--- config.mk ---
export PLATFORM = sky130hd
export DESIGN_NAME = dtrc_sig
export DESIGN_NICKNAME = d
export VERILOG_FILES = /design/src/hw/rtl/drift_time_to_radius_calibrator_macros.svh /design/src/hw/rtl/dtrc_pkg.sv /design/src/hw/rtl/dtrc_sig.sv
export SDC_FILE = /design/constraint.sdc
export NUM_CORES = 2
export LEC_CHECK = 0
export BUFFER_PORTS_ARGS = -buffer_cell sky130_fd_sc_hd__buf_2
export CAP_MARGIN = 25
export CORE_MARGIN = 2
export CORE_UTILIZATION = 70
export CTS_CLUSTER_DIAMETER = 60
export DETAILED_ROUTE_END_ITERATION = 16
export PLACE_DENSITY_LB_ADDON = 0.25
export SLEW_MARGIN = 20
export SYNTH_ARGS = -nofsm -noshare
export SYNTH_HDL_FRONTEND = slang
export SYNTH_SLANG_ARGS = --single-unit
--- constraint.sdc ---
create_clock -name i_clk -period 13.8 [get_ports i_clk]
set_input_delay 0 -clock i_clk [delete_from_list [all_inputs] [get_ports i_clk]]
set_output_delay 0 -clock i_clk [all_outputs]
set_load 0.005 [all_outputs]
--- src/hw/rtl/drift_time_to_radius_calibrator_macros.svh ---
// assertion macros for the drift time to radius calibrator
`ifndef DRIFT_TIME_TO_RADIUS_CALIBRATOR_MACROS_SVH
`define DRIFT_TIME_TO_RADIUS_CALIBRATOR_MACROS_SVH
`ifndef SYNTH
// same-cycle implication
`define DTRC_ASSERT_IMP(lbl, clk, rst_n, ante, cons) \
    lbl: assert property (@(posedge clk) disable iff (!(rst_n)) (ante) |-> (cons)) \
        else $error("dtrc assertion failed");
// next-cycle implication
`define DTRC_ASSERT_NXT(lbl, clk, rst_n, ante, cons) \
    lbl: assert property (@(posedge clk) disable iff (!(rst_n)) (ante) |=> (cons)) \
        else $error("dtrc assertion failed");
`else
`define DTRC_ASSERT_IMP(lbl, clk, rst_n, ante, cons)
`define DTRC_ASSERT_NXT(lbl, clk, rst_n, ante, cons)
`endif
`endif

--- src/hw/rtl/dtrc_pkg.sv ---
// shared types, constants and constant functions of the drift calibrator
`timescale 1ns / 1ps
package dtrc_pkg;

    // fixed-point curve constants
    localparam logic [21:0] K1_Q16   = 22'd3741759;
    localparam logic [24:0] C1_Q24   = 25'd27795625;
    localparam logic [22:0] K2_Q8    = 23'd4785625;
    localparam logic [19:0] B1_Q20   = 20'd608330;
    localparam logic [19:0] D2_Q20   = 20'd52521;
    localparam logic [18:0] LOG2_100 = 19'd435412;

    // exponent base: offset of 8 in Q36 minus coef * log2(100)
    localparam logic [63:0] E_BASE_B1 = (64'd1 << 39) - 64'(B1_Q20) * 64'(LOG2_100);
    localparam logic [63:0] E_BASE_D2 = (64'd1 << 39) - 64'(D2_Q20) * 64'(LOG2_100);

    // sigma rounding and scaling: 65536e6 = 2^22 * 15625
    localparam logic [63:0] SIG_RND = 64'd32768000000;
    localparam logic [41:0] SIG_SAT = 42'd1024000000;
    // ceil(2^44 / 15625): (y * SIG_RECIP) >> 44 is floor(y / 15625) for y < 2^30
    localparam logic [30:0] SIG_RECIP = 31'd1125899907;

    localparam int LG_W   = 20;
    localparam int FRAC_W = 16;

    // register reset values
    localparam logic [15:0] TIME_CUT_RST  = 16'd10000;
    localparam logic [15:0] TRANS_RST     = 16'd3830;
    localparam logic [15:0] RES_SCALE_RST = 16'd425;
    localparam logic [15:0] RES_CURV_RST  = 16'd544;
    localparam logic [15:0] RES_CTR_RST   = 16'd12250;

    typedef enum logic [2:0] {
        CFG_TIME_CUT  = 3'd0,
        CFG_TRANS     = 3'd1,
        CFG_RES_SCALE = 3'd2,
        CFG_RES_CURV  = 3'd3,
        CFG_RES_CTR   = 3'd4
    } t_cfg_idx;

    // per-beat sideband carried along the pipeline
    typedef struct packed {
        logic [15:0] t;
        logic        second;
        logic        cut;
    } t_side;

    // integer square root, bit by bit (elaboration only)
    function automatic logic [63:0] isqrt64(input logic [63:0] v);
        logic [63:0] x;
        logic [63:0] res;
        logic [63:0] bt;
        x   = v;
        res = '0;
        bt  = 64'd1 << 62;
        for (int i = 0; i < 32; i++) begin
            if (x >= res + bt) begin
                x   = x - (res + bt);
                res = (res >> 1) + bt;
            end else begin
                res = res >> 1;
            end
            bt = bt >> 2;
        end
        return res;
    endfunction

    // factor 2^(2^-k) in Q30
    function automatic logic [31:0] pow_factor(input int k);
        logic [63:0] t;
        t = 64'd1 << 31;
        for (int j = 1; j <= 16; j++) begin
            if (j <= k) t = isqrt64(t << 30);
        end
        return t[31:0];
    endfunction

    function automatic logic [15:0] sat16(input logic [31:0] v);
        return (v > 32'd65535) ? 16'hFFFF : v[15:0];
    endfunction

endpackage

--- src/hw/rtl/dtrc_sig.sv ---
// resolution a + round(a*b*d^2 / 65536e6) with a reciprocal multiply
`timescale 1ns / 1ps
module dtrc_sig import dtrc_pkg::*; (
    input  logic        i_clk,
    input  logic        i_rst_n,
    input  logic        i_en,
    input  logic        i_vld,
    input  t_side       i_side,
    input  logic [15:0] i_radius,
    input  logic [15:0] i_res_scale,
    input  logic [15:0] i_res_center,
    input  logic [31:0] i_res_ab,
    output logic        o_vld,
    output t_side       o_side,
    output logic [15:0] o_radius,
    output logic [15:0] o_sigma
);
    localparam int LAST = 5;

    logic        r_vld  [0:LAST];
    t_side       r_side [0:LAST];
    logic [15:0] r_rad  [0:LAST];
    logic [15:0] r_d;
    logic [31:0] r_d2;
    logic [63:0] r_prod;
    logic        r_sat  [3:4];
    logic [29:0] r_y;
    logic [15:0] r_quo;
    logic [15:0] r_sigma;
    logic [63:0] n_sum;
    logic [41:0] n_y;
    logic [60:0] n_qm;
    logic [16:0] n_sig;

    // valid, sideband and radius line
    always_ff @(posedge i_clk) begin
        if (!i_rst_n) begin
            r_vld[0] <= 1'b0;
        end else if (i_en) begin
            r_vld[0] <= i_vld;
        end
    end

    always_ff @(posedge i_clk) begin
        if (i_en) begin
            r_side[0] <= i_side;
            r_rad[0]  <= i_radius;
        end
    end

    for (genvar g = 1; g <= LAST; g++) begin : g_line
        always_ff @(posedge i_clk) begin
            if (!i_rst_n) begin
                r_vld[g] <= 1'b0;
            end else if (i_en) begin
                r_vld[g] <= r_vld[g-1];
            end
        end
        always_ff @(posedge i_clk) begin
            if (i_en) begin
                r_side[g] <= r_side[g-1];
                r_rad[g]  <= r_rad[g-1];
            end
        end
    end

    // distance, square, product
    always_ff @(posedge i_clk) begin
        if (i_en) begin
            r_d    <= (i_radius >= i_res_center) ? i_radius - i_res_center
                                                 : i_res_center - i_radius;
            r_d2   <= r_d * r_d;
            r_prod <= r_d2 * i_res_ab;
        end
    end

    // round and drop the power-of-two part of the divisor
    assign n_sum = r_prod + SIG_RND;
    assign n_y   = n_sum[63:22];

    always_ff @(posedge i_clk) begin
        if (i_en) begin
            r_sat[3] <= n_y >= SIG_SAT;
            r_y      <= n_y[29:0];
        end
    end

    // divide by 15625 through the reciprocal
    assign n_qm = 61'(r_y) * 61'(SIG_RECIP);

    always_ff @(posedge i_clk) begin
        if (i_en) begin
            r_sat[4] <= r_sat[3];
            r_quo    <= n_qm[59:44];
        end
    end

    // add base resolution and saturate
    assign n_sig = 17'(i_res_scale) + 17'(r_quo);

    always_ff @(posedge i_clk) begin
        if (i_en) r_sigma <= r_sat[4] ? 16'hFFFF : sat16(32'(n_sig));
    end

    assign o_vld    = r_vld[LAST];
    assign o_side   = r_side[LAST];
    assign o_radius = r_rad[LAST];
    assign o_sigma  = r_sigma;
endmodule

Word-level counts from Yosys, hierarchy flattened
Memories as Yosys holds them, arrays and structs flattened. Index checks and enable logic that the tools add are counted.

Logic and storage cells: 39. Memories: 4. Bits of input ports: 102. Output and inout port bits: 51. Memory bits (writable): 212. Register bits after elaboration: 174.

Order comparisons: 3. $add $sub $neg: 4. Mux-type cells: 12. Multiply operators: 3. Bitwise gates (word level): 6. Reduce and logical (&&, ||, !) cells: 1.

Memory list: r_side (depth 6, width 18, read ports 6, clocked after memory_dff 0, write ports 6, line dtrc_sig.sv:21) `t_side r_side [0:LAST];`; r_rad (depth 6, width 16, read ports 6, clocked after memory_dff 0, write ports 6, line dtrc_sig.sv:22) `logic [15:0] r_rad [0:LAST];`; r_vld (depth 6, width 1, read ports 6, clocked after memory_dff 0, write ports 6, line dtrc_sig.sv:20) `logic r_vld [0:LAST];`; r_sat (depth 2, width 1, read ports 2, clocked after memory_dff 0, write ports 2, line dtrc_sig.sv:26) `logic r_sat [3:4];`.

Operators by type and width (number): 64-bit by 35-bit adder with 64-bit output, second input constant (1); 32-bit by 32-bit multiplier with 64-bit output (1); 30-bit by 31-bit multiplier with 60-bit output, second input constant (1); 42-bit by 30-bit >= comparator with 1-bit output, second input constant (1); 16-bit by 16-bit multiplier with 32-bit output (1); 16-bit subtractor (2); 16-bit by 16-bit adder with 17-bit output (1); 17-bit by 16-bit greater-than comparator with 1-bit output, second input constant (1); 16-bit >= comparator (1); 16-bit two-way mux (1); 1-bit two-way mux (11); 1-bit OR (6); 2-bit OR reduction (1).

Logic depth before layout (Yosys ltp)
Depth in word-level cells: 4. Mapped depth: 30. Mapped depth without buffers: 29.

Worst setup path after synthesis
OpenSTA, ideal clock, no wires.

Path type: flip-flop to flip-flop. Start point: register r_y[4]. End point: register r_quo[13] (data pin). Cell stages (with the launch flop): 27. Arrival time: 7.445 ns. Clock period less this slack: 7.625 ns. Path buffers: 0. Required time: 13.620 ns. Path slack: 6.175 ns. Setup time: 0.180 ns. Cells stage by stage: edfxtp_1 > inv_1 > fa_1 > inv_1 > fa_1 > fa_1 > inv_1 > fa_1 > inv_1 > fa_1 > fa_1 > fa_1 > inv_1 > fa_1 > inv_1 > ha_1 > a21o_1 > a21oi_1 > o221ai_1 > a31o_1 > a211oi_2 > o21ai_1 > a221o_1 > o41a_1 > o211ai_2 > or4b_1 > o311ai_1.

Cells in the longest elaborated chain, start to end: 1.

RTL lines: from (decl) (line dtrc_sig.sv:27) `logic [29:0] r_y;`; from (signal assigned) (line dtrc_sig.sv:84) `r_y <= n_y[29:0];`; 30-bit by 31-bit multiplier with 60-bit output (line dtrc_sig.sv:89) `assign n_qm = 61'(r_y) * 61'(SIG_RECIP);`; net n_qm[57] (line dtrc_sig.sv:32) `logic [60:0] n_qm;`; to (signal assigned) (line dtrc_sig.sv:94) `r_quo <= n_qm[59:44];`; to (decl) (line dtrc_sig.sv:28) `logic [15:0] r_quo;`.

The timed path passes the listed nets, and every way through them passes these cells. A chain may end at the register's enable or synchronous reset.

Worst setup path after layout
Start point: register r_d2[10]. End point: register r_prod[51] (data pin).

Cells in the longest elaborated chain, start to end: 1.

RTL lines: from (decl) (line dtrc_sig.sv:24) `logic [31:0] r_d2;`; from (signal assigned) (line dtrc_sig.sv:72) `r_d2 <= r_d * r_d;`; 32-bit by 32-bit multiplier with 64-bit output (line dtrc_sig.sv:73) `r_prod <= r_d2 * i_res_ab;`; to (signal assigned) (line dtrc_sig.sv:73); to (decl) (line dtrc_sig.sv:25) `logic [63:0] r_prod;`.

Every way passes these cells.

==> metrics <==
result of the run complete, no violations; hpwl dp 129000 um; endpoint required time on the critical path 14170 ps; most frequent cell on the critical path fa_1; initial core utilization 70.6%; Clk Tree Root Cell clkbuf_16; Most used DFF post-synth edfxtp_1; fraction of layout instances using a drive strength above 1 4.49%; chip height 311 um; area of the die 96600 um2; post-CTS repair timing setup buffer count 0; EDFF count, synth 363; top-level port count 153; number of global-route vias before repair 49800; pin count of the biggest net entering global routing 173; commonest cells after routing, fill and taps aside inv_1, fa_1, ha_1; delay contributed by the slowest stage of the critical path 710 ps; GRT Residual Overflow 0; input/output buffers 152; Mapped Cells 6322; worst hold margin 1.71 ps; number of synthesized register bits 364; fraction of registers with async set/reset 0%; setup TNS 0 ps; routability-driven placement congestion ratio 1.01; met2 capacity usage during global routing 61.3%; Worst setup SP type flip-flop; part of the cycle the worst path needs 64.4%; data arrival time of the critical path 9260 ps; post-cts hold buffer count 63; grt met3 use 6.38%; syn avg cell area 10.4 um2; final wirelength 164000 um; timing-limited maximum frequency 113 MHz; final number of hold-violating endpoints 0; met1 Usage GRT 43.0%; register area share after synthesis 16.6%; Layout Cells excl Fill 7716; total iterations of the first detailed-routing run 6; number of levels the H-tree was split into 2; Ys Warns 0; total clock sinks 364; Finished Core Util 74.9%; TritonCTS clock tree built; final critical path time including I/O delays and setup 8880 ps; max-cap check violation count 0; cell area after synthesis 65900 um2; layout-stage area growth over the synthesis result 6.09%; vias per inst 5.75; global-route wire length before repair 264000 um; Slew HR 31.8%; worst hold path type in2reg; Crit Path Max Fanout 17; starting DRC count in detailed routing 3377; global-route usage over all layers 35.4%; buffer depth of the longest clock path 3; number of distinct standard cells referenced by the synthesized netlist 69; Setup Viol. Count Final 0; post-cts resize count 0; Core Box Area 93300 um2; Detail Route Antenna Nets 0; CP Capture Type flip-flop; clock slew at the register clock pins of the worst setup and hold paths 60 ps; remaining design rule violation count 0; fin nets 8622; master of the slowest instance on the critical path edfxtp_1; TritonCTS buffer count 44; horizontal die dimension 311 um; leading cell type in the layout, fill and taps excluded inv_1; row cnt 112; RSZ-0062 raised after global routing no; initial antenna violation count 8; Placed Instances 7566; Clock Skew 39.1 ps; per-cell routed wire length 21.2 um; final slew viol count 0; transition time at the pin with the least slew margin 1020 ps; via count of the routed design 44400; GRT Max-Usage Layer met2; type of the worst setup path reg2reg; clock latency at the later pin of the worst-skew pair 630 ps
[stage by stage]
step                worst slack, ps  cell area, um2
CTS                            5040           69900
detailed placement             5050           67800
global route                   4570           69900
floorplan                      6170           66000
global placement               5190           67800
finish                         4920           69900
[kinds of logic (layout without fill, tap and decap cells)]
| family | count (synthesis) | after routing | synth area share [%] |
|---|---|---|---|
| compound gates | 386 | 386 | 3.78 |
| buf+inv | 1837 | 1958 | 10.5 |
| simple gates | 1466 | 1466 | 11.6 |
| mux | 15 | 15 | 0.234 |
| xor+xnor | 153 | 153 | 2.03 |
| other cells | 2 | 21 | 0.0114 |
| flops | 364 | 364 | 16.6 |
| fa+ha+maj | 2099 | 2099 | 55.3 |
[state kept, by name (all words and copies together) (netlist names)]
register / flops
r_sat: 2
r_side: 108
r_vld: 6
r_quo: 16
r_prod: 43
r_y: 30
o_sigma: 16
r_d2: 31
r_rad: 96
r_d: 16
[cells in the mapped netlist (all sizes together), types with 7 or more instances]
cell type	n	area, um2
and3	24	150
nor2	94	353
xor2	52	455
a21oi	124	621
inv	1620	6080
ha	743	9300
a211oi	14	110
o21a	12	90.1
a31oi	15	93.8
nand2	498	1870
nor4	8	50.1
nand3	43	215
o21ai	66	330
nor3	28	140
and4	10	90.1
o31ai	7	52.6
and2	677	4240
o21bai	15	113
nand4	20	125
a31o	8	70.1
clkbuf	216	811
nand2b	16	100
edfxtp	363	10900
fa	1356	27100
a21o	74	556
xnor2	101	885
mux2i	12	120
nor2b	23	144
or2	10	62.6
[worst max-delay path: cells and delay by family (launching register included)]
kind	cells	cell delay, ps
AO/OA/AOI/OAI	7	2440
buffers and inverters	7	670
AND/OR/NAND/NOR	3	550
flip-flops	1	710
XOR/XNOR	1	130
adder cells (fa/ha/maj)	9	4110
[worst paths after layout]
| check | startpoint | endpoint | slack (ps) | depth (start not counted) |
|---|---|---|---|---|
| setup / recovery | r_d2[10] | r_prod[51] | 4920 | 27 |
| hold / removal | i_en | r_rad[2][13] | 2 | 1 |
| setup reg to reg | r_d2[10] | r_prod[51] | 4920 | 27 |
| hold reg to reg | r_side[1][15] | r_side[2][15] | 420 | 0 |
[routing by layer]
| layer | wire (um) | part of all wire [%] |
|---|---|---|
| met5 | 13 | 0.0079 |
| met4 | 9200 | 5.6 |
| met1 | 58700 | 36 |
| met3 | 13800 | 8.4 |
| met2 | 81900 | 50 |
[cell type report]
class / instances / area [um2]
clock inverters: 35 / 362
inverters: 1620 / 6080
flip-flops and latches: 364 / 10900
fillers: 6369 / 23400
well taps: 1254 / 1570
diodes: 5 / 12.5
repair buffers: 256 / 1720
multi-input cells: 4135 / 48100
clock buffers: 47 / 1110
Power is left out: the tool's default activity adds up to more than one toggle a clock period on the data nets, which glitch-free logic cannot reach.
